`config.mk`:
```
export PLATFORM = sky130hd
export DESIGN_NAME = char_lcd_nibble_interface
export DESIGN_NICKNAME = d
export VERILOG_FILES = /design/src/rtl/clni_pkg.sv /design/src/rtl/clni_front.sv /design/src/rtl/clni_queue.sv /design/src/rtl/clni_back.sv /design/src/rtl/char_lcd_nibble_interface.sv
export SDC_FILE = /design/constraint.sdc
export NUM_CORES = 1
export LEC_CHECK = 0
export ABC_AREA = 1
export CAP_MARGIN = 25
export CELL_PAD_IN_SITES_DETAIL_PLACEMENT = 1
export CELL_PAD_IN_SITES_GLOBAL_PLACEMENT = 1
export CORE_MARGIN = 1
export CORE_UTILIZATION = 46
export CTS_BUF_LIST = sky130_fd_sc_hd__clkbuf_8 sky130_fd_sc_hd__clkbuf_16
export CTS_CLUSTER_DIAMETER = 100
export CTS_CLUSTER_SIZE = 40
export DETAILED_ROUTE_END_ITERATION = 10
export DONT_BUFFER_PORTS = 1
export PLACE_DENSITY = 0.84
export SLEW_MARGIN = 20
export SYNTH_ARGS = -nofsm -noshare
export SYNTH_HDL_FRONTEND = slang
export SYNTH_HIERARCHICAL = 1
export SYNTH_SLANG_ARGS = --single-unit
```
`constraint.sdc`:
```
create_clock -name clk -period 3 [get_ports clk]
set_input_delay 0.3 -clock clk [delete_from_list [all_inputs] [get_ports clk]]
set_output_delay 0.3 -clock clk [all_outputs]
set_load 0.03 [all_outputs]
```
`src/rtl/clni_pkg.sv`:
```
// shared types, codes and constants for the character lcd nibble interface
`timescale 1ns / 1ps
`default_nettype none
package clni_pkg;

  localparam int OP_W      = 3;
  localparam int VALUE_W   = 32;
  localparam int LINE_W    = 2;
  localparam int POS_W     = 5;
  localparam int NIBBLE_W  = 4;
  localparam int WAIT_W    = 5;
  localparam int BYTE_W    = 8;

  localparam int NUM_CFG   = 6;
  localparam int CFG_IDX_W = 3;

  localparam logic [OP_W-1:0] OP_INIT   = 3'd0;
  localparam logic [OP_W-1:0] OP_CMD    = 3'd1;
  localparam logic [OP_W-1:0] OP_DATA   = 3'd2;
  localparam logic [OP_W-1:0] OP_CURSOR = 3'd3;
  localparam logic [OP_W-1:0] OP_NUMBER = 3'd4;

  localparam logic [CFG_IDX_W-1:0] REG_FUNC_SET = 3'd0;
  localparam logic [CFG_IDX_W-1:0] REG_DISP_CTL = 3'd1;
  localparam logic [CFG_IDX_W-1:0] REG_CLEAR    = 3'd2;
  localparam logic [CFG_IDX_W-1:0] REG_ENTRY    = 3'd3;
  localparam logic [CFG_IDX_W-1:0] REG_LINE0    = 3'd4;
  localparam logic [CFG_IDX_W-1:0] REG_LINE1    = 3'd5;

  localparam logic [BYTE_W-1:0] CFG_RESET [NUM_CFG] =
    '{8'd40, 8'd12, 8'd1, 8'd6, 8'd128, 8'd192};

  localparam logic [WAIT_W-1:0] INIT_WAIT   = 5'd30;
  localparam logic [WAIT_W-1:0] STROBE_WAIT = 5'd2;
  localparam logic [WAIT_W-1:0] WAIT_NONE   = 5'd0;
  localparam logic [WAIT_W-1:0] WAIT_ONE    = 5'd1;

  localparam logic [BYTE_W-1:0] ASCII_ZERO = 8'h30;
  localparam int NUM_DIGITS  = 10;
  localparam int DIGIT_W     = 4;
  localparam int BCD_W       = NUM_DIGITS * DIGIT_W;
  localparam int DIGIT_IDX_W = $clog2(NUM_DIGITS);
  localparam int DABBLE_W    = $clog2(VALUE_W);
  localparam int NUM_COLS    = 16;
  localparam int NUM_LINES   = 2;

  localparam int QDEPTH  = 4;
  localparam int QADDR_W = $clog2(QDEPTH);

  typedef struct packed {
    logic [OP_W-1:0]    operation;
    logic [VALUE_W-1:0] value;
    logic [LINE_W-1:0]  line;
    logic [POS_W-1:0]   position;
  } clni_in_t;

  typedef struct packed {
    logic                register_select;
    logic                enable;
    logic [NIBBLE_W-1:0] data_nibble;
    logic [WAIT_W-1:0]   wait_ticks;
    logic                last;
  } clni_out_t;

  // one byte (or lone high nibble) for the pin sequencer
  typedef struct packed {
    logic              rs;
    logic [BYTE_W-1:0] cmd_byte;
    logic [WAIT_W-1:0] pre_wait;
    logic              last;
    logic              strobe_only;
  } clni_job_t;

endpackage
`default_nettype wire

```
`src/rtl/clni_front.sv`:
```
// request decoder: config registers, init sequencing, decimal conversion, job issue
`timescale 1ns / 1ps
`default_nettype none
module clni_front
  import clni_pkg::*;
(
  input  wire logic                 clk,
  input  wire logic                 rst_n,
  input  wire logic                 in_valid,
  output logic                      in_ready,
  input  wire clni_in_t             in_payload,
  input  wire logic                 cfg_write_en,
  input  wire logic [CFG_IDX_W-1:0] cfg_index,
  input  wire logic [BYTE_W-1:0]    cfg_data,
  output logic                      push_valid,
  input  wire logic                 push_ready,
  output clni_job_t                 push_job
);

  localparam logic [2:0] ST_IDLE   = 3'd0;
  localparam logic [2:0] ST_INIT   = 3'd1;
  localparam logic [2:0] ST_SINGLE = 3'd2;
  localparam logic [2:0] ST_DABBLE = 3'd3;
  localparam logic [2:0] ST_EMIT   = 3'd4;

  logic [2:0]             state_r, state_nxt;
  logic [2:0]             step_r, step_nxt;
  logic [DABBLE_W-1:0]    cnt_r, cnt_nxt;
  logic [DIGIT_IDX_W-1:0] idx_r, idx_nxt;
  logic                   started_r, started_nxt;
  logic                   sel_r, sel_nxt;
  logic [VALUE_W-1:0]     bin_r, bin_nxt;
  logic [BCD_W-1:0]       bcd_r, bcd_nxt;
  clni_job_t              job_r, job_nxt;
  logic [BYTE_W-1:0]      cfg_r [NUM_CFG];

  clni_job_t              init_job;
  logic [BCD_W-1:0]       bcd_adj;
  logic [DIGIT_W-1:0]     cur_digit;
  logic [DIGIT_W-1:0]     dig;
  logic                   show;
  logic [BYTE_W-1:0]      base;

  assign in_ready = (state_r == ST_IDLE);

  // config write port
  always_ff @(posedge clk) begin
    if (!rst_n) begin
      for (int i = 0; i < NUM_CFG; i++) cfg_r[i] <= CFG_RESET[i];
    end else if (cfg_write_en && (cfg_index < CFG_IDX_W'(NUM_CFG))) begin
      cfg_r[cfg_index] <= cfg_data;
    end
  end

  always_comb begin
    init_job = '0;
    unique case (step_r)
      3'd0: begin
        init_job.rs = sel_r;
        init_job.cmd_byte = cfg_r[REG_FUNC_SET];
        init_job.pre_wait = INIT_WAIT;
        init_job.strobe_only = 1'b1;
      end
      3'd1: begin
        init_job.cmd_byte = cfg_r[REG_FUNC_SET];
        init_job.pre_wait = WAIT_NONE;
      end
      3'd2: begin
        init_job.cmd_byte = cfg_r[REG_DISP_CTL];
        init_job.pre_wait = WAIT_ONE;
      end
      3'd3: begin
        init_job.cmd_byte = cfg_r[REG_CLEAR];
        init_job.pre_wait = WAIT_ONE;
      end
      3'd4: begin
        init_job.cmd_byte = cfg_r[REG_ENTRY];
        init_job.pre_wait = STROBE_WAIT;
        init_job.last = 1'b1;
      end
      default: init_job = '0;
    endcase
  end

  // add-three correction per bcd digit
  always_comb begin
    for (int d = 0; d < NUM_DIGITS; d++) begin
      dig = bcd_r[d*DIGIT_W +: DIGIT_W];
      bcd_adj[d*DIGIT_W +: DIGIT_W] = (dig >= 4'd5) ? (dig + 4'd3) : dig;
    end
  end

  assign cur_digit = bcd_r[idx_r*DIGIT_W +: DIGIT_W];
  assign base = (in_payload.line == LINE_W'(0)) ? cfg_r[REG_LINE0] : cfg_r[REG_LINE1];

  always_comb begin
    state_nxt   = state_r;
    step_nxt    = step_r;
    cnt_nxt     = cnt_r;
    idx_nxt     = idx_r;
    started_nxt = started_r;
    sel_nxt     = sel_r;
    bin_nxt     = bin_r;
    bcd_nxt     = bcd_r;
    job_nxt     = job_r;
    push_valid  = 1'b0;
    push_job    = '0;
    show        = 1'b0;
    unique case (state_r)
      ST_IDLE: begin
        if (in_valid) begin
          job_nxt = '0;
          job_nxt.last = 1'b1;
          job_nxt.pre_wait = WAIT_NONE;
          job_nxt.cmd_byte = in_payload.value[BYTE_W-1:0];
          unique case (in_payload.operation)
            OP_INIT: begin
              state_nxt = ST_INIT;
              step_nxt  = 3'd0;
            end
            OP_CMD: state_nxt = ST_SINGLE;
            OP_DATA: begin
              job_nxt.rs = 1'b1;
              state_nxt  = ST_SINGLE;
            end
            OP_CURSOR: begin
              job_nxt.cmd_byte = base + BYTE_W'(in_payload.position);
              if ((in_payload.line < LINE_W'(NUM_LINES)) &&
                  (in_payload.position < POS_W'(NUM_COLS))) begin
                state_nxt = ST_SINGLE;
              end
            end
            OP_NUMBER: begin
              bin_nxt   = in_payload.value;
              bcd_nxt   = '0;
              cnt_nxt   = '0;
              state_nxt = ST_DABBLE;
            end
            default: state_nxt = ST_IDLE;
          endcase
        end
      end
      ST_INIT: begin
        push_valid = 1'b1;
        push_job   = init_job;
        if (push_ready) begin
          step_nxt = step_r + 3'd1;
          if (step_r == 3'd4) state_nxt = ST_IDLE;
        end
      end
      ST_SINGLE: begin
        push_valid = 1'b1;
        push_job   = job_r;
        if (push_ready) state_nxt = ST_IDLE;
      end
      ST_DABBLE: begin
        {bcd_nxt, bin_nxt} = {bcd_adj[BCD_W-2:0], bin_r, 1'b0};
        cnt_nxt = cnt_r + DABBLE_W'(1);
        if (cnt_r == DABBLE_W'(VALUE_W - 1)) begin
          state_nxt   = ST_EMIT;
          idx_nxt     = DIGIT_IDX_W'(NUM_DIGITS - 1);
          started_nxt = 1'b0;
        end
      end
      ST_EMIT: begin
        // leading zeros are skipped, the units digit always goes out
        show = started_r || (cur_digit != '0) || (idx_r == '0);
        push_valid = show;
        push_job.rs = 1'b1;
        push_job.cmd_byte = ASCII_ZERO + BYTE_W'(cur_digit);
        push_job.pre_wait = WAIT_NONE;
        push_job.last = (idx_r == '0);
        if (!show || push_ready) begin
          started_nxt = started_r || show;
          if (idx_r == '0) state_nxt = ST_IDLE;
          else idx_nxt = idx_r - DIGIT_IDX_W'(1);
        end
      end
      default: state_nxt = ST_IDLE;
    endcase
    if (push_valid && push_ready) sel_nxt = push_job.rs;
  end

  always_ff @(posedge clk) begin
    if (!rst_n) begin
      state_r   <= ST_IDLE;
      step_r    <= '0;
      cnt_r     <= '0;
      idx_r     <= '0;
      started_r <= 1'b0;
      sel_r     <= 1'b0;
    end else begin
      state_r   <= state_nxt;
      step_r    <= step_nxt;
      cnt_r     <= cnt_nxt;
      idx_r     <= idx_nxt;
      started_r <= started_nxt;
      sel_r     <= sel_nxt;
    end
  end

  always_ff @(posedge clk) begin
    bin_r <= bin_nxt;
    bcd_r <= bcd_nxt;
    job_r <= job_nxt;
  end

endmodule
`default_nettype wire

```
`src/rtl/clni_queue.sv`:
```
// small job fifo between decoder and pin sequencer
`timescale 1ns / 1ps
`default_nettype none
module clni_queue
  import clni_pkg::*;
(
  input  wire logic      clk,
  input  wire logic      rst_n,
  input  wire logic      push_valid,
  output logic           push_ready,
  input  wire clni_job_t push_job,
  output logic           pop_valid,
  input  wire logic      pop_ready,
  output clni_job_t      pop_job
);

  clni_job_t          mem_r [QDEPTH];
  logic [QADDR_W-1:0] wr_ptr_r, wr_ptr_nxt;
  logic [QADDR_W-1:0] rd_ptr_r, rd_ptr_nxt;
  logic [QADDR_W:0]   count_r, count_nxt;
  logic               do_push, do_pop;

  assign push_ready = (count_r != (QADDR_W+1)'(QDEPTH));
  assign pop_valid  = (count_r != '0);
  assign pop_job    = mem_r[rd_ptr_r];
  assign do_push    = push_valid && push_ready;
  assign do_pop     = pop_valid && pop_ready;

  always_comb begin
    wr_ptr_nxt = do_push ? wr_ptr_r + QADDR_W'(1) : wr_ptr_r;
    rd_ptr_nxt = do_pop ? rd_ptr_r + QADDR_W'(1) : rd_ptr_r;
    count_nxt  = count_r + (QADDR_W+1)'(do_push) - (QADDR_W+1)'(do_pop);
  end

  always_ff @(posedge clk) begin
    if (!rst_n) begin
      wr_ptr_r <= '0;
      rd_ptr_r <= '0;
      count_r  <= '0;
    end else begin
      wr_ptr_r <= wr_ptr_nxt;
      rd_ptr_r <= rd_ptr_nxt;
      count_r  <= count_nxt;
    end
  end

  always_ff @(posedge clk) begin
    if (do_push) mem_r[wr_ptr_r] <= push_job;
  end

endmodule
`default_nettype wire

```
`src/rtl/clni_back.sv`:
```
// pin sequencer: turns each job into timed enable strobes
`timescale 1ns / 1ps
`default_nettype none
module clni_back
  import clni_pkg::*;
(
  input  wire logic      clk,
  input  wire logic      rst_n,
  input  wire logic      pop_valid,
  output logic           pop_ready,
  input  wire clni_job_t pop_job,
  output logic           out_valid,
  input  wire logic      out_ready,
  output clni_out_t      out_payload
);

  clni_job_t  job_r;
  logic       busy_r, busy_nxt;
  logic [1:0] phase_r, phase_nxt;
  logic       out_valid_r, out_valid_nxt;
  clni_out_t  out_r, out_nxt;
  logic       emit, final_phase;

  assign pop_ready   = !busy_r;
  assign out_valid   = out_valid_r;
  assign out_payload = out_r;

  assign emit = busy_r && (!out_valid_r || out_ready);
  assign final_phase = job_r.strobe_only ? (phase_r == 2'd1) : (phase_r == 2'd3);

  always_comb begin
    busy_nxt      = busy_r;
    phase_nxt     = phase_r;
    out_valid_nxt = out_valid_r && !out_ready;
    out_nxt       = out_r;
    if (!busy_r && pop_valid) begin
      busy_nxt  = 1'b1;
      phase_nxt = 2'd0;
    end
    if (emit) begin
      out_valid_nxt               = 1'b1;
      out_nxt.register_select     = job_r.rs;
      out_nxt.enable              = !phase_r[0];
      out_nxt.data_nibble         = phase_r[1] ? job_r.cmd_byte[3:0] : job_r.cmd_byte[7:4];
      out_nxt.wait_ticks          = phase_r[0] ? STROBE_WAIT
                                  : (phase_r[1] ? WAIT_NONE : job_r.pre_wait);
      out_nxt.last                = final_phase && job_r.last;
      phase_nxt                   = phase_r + 2'd1;
      if (final_phase) busy_nxt   = 1'b0;
    end
  end

  always_ff @(posedge clk) begin
    if (!rst_n) begin
      busy_r      <= 1'b0;
      phase_r     <= '0;
      out_valid_r <= 1'b0;
    end else begin
      busy_r      <= busy_nxt;
      phase_r     <= phase_nxt;
      out_valid_r <= out_valid_nxt;
    end
  end

  always_ff @(posedge clk) begin
    out_r <= out_nxt;
    if (!busy_r && pop_valid) job_r <= pop_job;
  end

endmodule
`default_nettype wire

```
`src/rtl/char_lcd_nibble_interface.sv`:
```
// top level of the 4-bit character lcd interface
//
// in_* carries one request (init, command, character, cursor, number) per
// transfer; out_* returns timed pin states, one per transfer, with last set
// on the final state of a request that produces any. cfg_* writes one of the
// six command and offset registers; the user must write them only while
// idle, as the block does not enforce it. A request is taken only when the
// decoder is idle, one at a time. Bytes are queued (four deep) to the pin
// sequencer, which emits a byte as four states, one per cycle while the
// receiver takes them, and loads the next byte once the last is out. A
// request passes the decoder, the queue and the sequencer's job register
// before its first state is registered. Init gives 18 states. A number takes
// 32 shift-add steps in the bcd converter, one per cycle, then scans the ten
// digits one per cycle while the queue takes them, skipping leading zeros.
// Cursor requests off the screen and unknown operations give nothing.
// Reset restores the register defaults, empties the queue, drops out_valid
// and sets the remembered select level to command. A stalled receiver holds
// the output register; the queue then fills and the decoder waits.
`timescale 1ns / 1ps
`default_nettype none
module char_lcd_nibble_interface
  import clni_pkg::*;
(
  input  wire logic                 clk,
  input  wire logic                 rst_n,
  input  wire logic                 in_valid,
  output logic                      in_ready,
  input  wire clni_in_t             in_payload,
  output logic                      out_valid,
  input  wire logic                 out_ready,
  output clni_out_t                 out_payload,
  input  wire logic                 cfg_write_en,
  input  wire logic [CFG_IDX_W-1:0] cfg_index,
  input  wire logic [BYTE_W-1:0]    cfg_data
);

  logic      push_valid, push_ready, pop_valid, pop_ready;
  clni_job_t push_job, pop_job;

  clni_front u_front (
    .clk          (clk),
    .rst_n        (rst_n),
    .in_valid     (in_valid),
    .in_ready     (in_ready),
    .in_payload   (in_payload),
    .cfg_write_en (cfg_write_en),
    .cfg_index    (cfg_index),
    .cfg_data     (cfg_data),
    .push_valid   (push_valid),
    .push_ready   (push_ready),
    .push_job     (push_job)
  );

  clni_queue u_queue (
    .clk        (clk),
    .rst_n      (rst_n),
    .push_valid (push_valid),
    .push_ready (push_ready),
    .push_job   (push_job),
    .pop_valid  (pop_valid),
    .pop_ready  (pop_ready),
    .pop_job    (pop_job)
  );

  clni_back u_back (
    .clk         (clk),
    .rst_n       (rst_n),
    .pop_valid   (pop_valid),
    .pop_ready   (pop_ready),
    .pop_job     (pop_job),
    .out_valid   (out_valid),
    .out_ready   (out_ready),
    .out_payload (out_payload)
  );

endmodule
`default_nettype wire

```
==> metrics.txt <==
status=finished, final reports clean; vias in the first global route=8924; Max Transition Viols Final=0; via count of the routed design=~8400; clk sinks=about 250; Seq/Total Area, Yosys=61.1%; Area Overhead vs Synth=8.57%; synthesized area=between 10000 and 15000 sq um; crit path DAT=roughly 3.3 ns; Port Buf Inserts=0; kind of critical path=reg -> reg; DR WL/cell=approximately 18 um; share of cells above drive strength 1=6.54%; RSZ-0062 raised after global routing=false; WP data required=~3.5 ns; worst-case clock buffer depth=3; Overflow after GRT=0; f_max=approximately 350 MHz; Final HPWL DP=just under 20 mm; synthesized area per cell=10.1 sq um; CP Depth=18; Worst Setup EP=u_queue/count_r[2]; clk_skew=approximately 0.026 ns; worst reg2reg path depth=18; Synth Area in Simple Gates=17.0%; fillers=between 2000 and 3000; Seq cells post-synth=~250; GP Congestion=~0.81; largest net degree at the start of global routing=69; r2r endpoint=u_queue/count_r[2]; top routing layer used=met4; # H-tree levels=1; WL met3=between 1 and 1.5 mm; ANT cells=0; Die X-Extent=163 um; post-synthesis compound-gate area fraction=under 10%; initial DRC count=528; relative slew slack=approximately 42%; Power Density=between 700 and 800 nW/um^2; CP startpoint=u_front/idx_r[0]; initial antenna violation count=1; Fin. Hold Viols=0; EDFF count, synth=between 200 and 250; Via density=between 5 and 6; P_leak=around 0.0051 uW; Max VDD drop=~530 uV; first-pass GRT wire length=44.9 mm; Slew @ Worst Pin=between 0.8 and 0.9 ns; Critical-path top delay cell=fa_1; DRT Pass-1 Iters=4; CTS buffer count=10; commonest non-fill, non-tap cell in the layout=nand2_1; reg2reg start=u_front/idx_r[0]; xor/xnor cell area share of the yosys netlist=0.665%; crit path buf inv count=4; Post-synth ARST share=0%; core area=between 20000 and 30000 sq um; Synth Net Count=1280; Clock transition at path regs=between 0.1 and 0.15 ns; Critical Path Sink Type=register; FP Rows=58; DRT Wirelength=~28 mm; Die Ht=approximately 160 um; CTS tree=done; Total Power=~10000 uW; M1 WL=around 12 mm; worst skew pair latency=around 0.50 ns; setup TNS=0 ns; most frequent cells in the layout=nand2_1, edfxtp_1, nor2_1; Hold Path Class=in -> reg; Mapped Cells=~1200; Final setup viols=0; Synthesis Warnings=6; io pins=slightly above 70; Synth Area in Adders=around 4.7%; Final min period=about 2.8 ns; Tot GR Track Use=a little over a fifth; multiplexer area fraction after synthesis=less than 1%; Post-DRT Antenna Nets=0; top_reg_cell synth=edfxtp_1; Worst R2R Setup Slack=0.17 ns; CP Max Fanout=18; Detail Route met2 WL=between 10 and 15 mm; final worst-path cycle share=94.3%; Netlist cell types=50; startpoint types=register; die area=roughly 26000 sq um; CTS Root Cell=clkbuf_16; final net count=around 1300; detailed-route DRC error count=0; max incr delay on CP=approximately 0.38 ns; CP Cell Sequence=buf_4, a21oi_1, o21ai_0, nand3_1, nand3_1, nand2_1, inv_2, nand3_2, nand2_2, nand3_4, nand2_4, ha_1, inv_1, ha_1, inv_1, fa_1, a21boi_0, nor2_1; starting density of the core=around 47%; largest family of logic cells by synthesized area=simple AND/OR/NAND/NOR gates; delay-heaviest family, CP=simple AND/OR/NAND/NOR gates; Max-Cap Viols=0
[per-stage QoR]
stage / worst slack [ns] / area [sq um] / util (%) / hold slack [ns] / cells
floorplan: 0.193 / 11900 / - / 0.398 / 1179
global placement: 0.204 / 12300 / 48.5 / 0.411 / 1495
detailed placement: 0.00538 / 12300 / 48.5 / 0.441 / 1495
CTS: 0.0252 / 12800 / 50.8 / 0.00225 / 1537
global route: 0.00109 / 12900 / 51.0 / 0.00224 / 1538
finish: 0.172 / 12900 / 51.0 / 0.00618 / 1538
[per-layer routing]
layer	global-route usage, %	up-vias
met5	0	-
li1	-	4040
met2	39.0	181
met1	26.6	4145
met4	6.35	0
met3	2.72	44
[cell type report]
class,count,area (sq um),share of cell area (%)
multi-input cells,754,3940,30.6
well taps,330,413,3.21
clock buffers,12,289,2.25
flip-flops and latches,251,7240,56.3
clock inverters,4,27.5,0.214
repair buffers,48,442,3.43
inverters,139,522,4.05
[sequential cells by signal (all words and copies together), names as in the netlist, 3 cells and up, named ones only]
register	flops
u_queue/mem_r	64
u_front/cfg_r	48
u_front/bcd_r	40
u_front/bin_r	32
u_back/job_r	16
u_back/out_payload	12
u_front/job_r	9
u_front/cnt_r	5
u_front/idx_r	4
u_front/state_r	3
u_front/step_r	3
u_queue/count_r	3
[cell usage after synthesis, drive strengths merged, types with 3 or more instances]
library cell  count  area [sq um]
nand2           249           942
edfxtp          221          6640
nor2            171           652
inv             135           507
o21ai            95           479
a21oi            50           250
nand3            42           238
ha               41           513
dfxtp            30           601
buf              19           134
nor3             19           100
o22ai            17           106
clkbuf           16          61.3
a221oi           10          87.6
a22o              8          70.1
mux2              7          78.8
xor2              7          61.3
a211oi            6          45.0
a22oi             4          30.0
clkinv            4          15.0
o211ai            4          30.0
or2               3          18.8
[logic make-up after synthesis]
logic type / Yosys count
flip-flops: 251
AND/OR/NAND/NOR: 491
XOR/XNOR: 9
adder cells (fa/ha/maj): 43
multiplexers: 8
buffers and inverters: 174
AO/OA/AOI/OAI: 203
[power breakdown]
part	switching (uW)	total (uW)	internal [uW]
clock	1050	1760	713
combinational	2030	2940	907
sequential	496	5320	4830
[worst min path at each step]
| stage | start | end | depth (start not counted) |
|---|---|---|---|
| after floorplan | rst_n | u_queue/count_r[0] | 2 |
| after global placement | rst_n | u_queue/count_r[0] | 2 |
| after detailed placement | rst_n | u_queue/count_r[1] | 2 |
| after CTS | in_payload[32] | u_front/bin_r[25] | 2 |
| after global routing | in_payload[11] | u_front/bin_r[4] | 2 |
| final | in_payload[11] | u_front/bin_r[4] | 2 |
[timing repair]
item,in CTS,in global routing
buffers inserted,0,1
endpoints found under the hold margin,47,0
gates resized for setup,1,10
hold buffers,26,0
setup endpoints to repair,1,2
No activity file was read; power rests on OpenSTA's default activity.
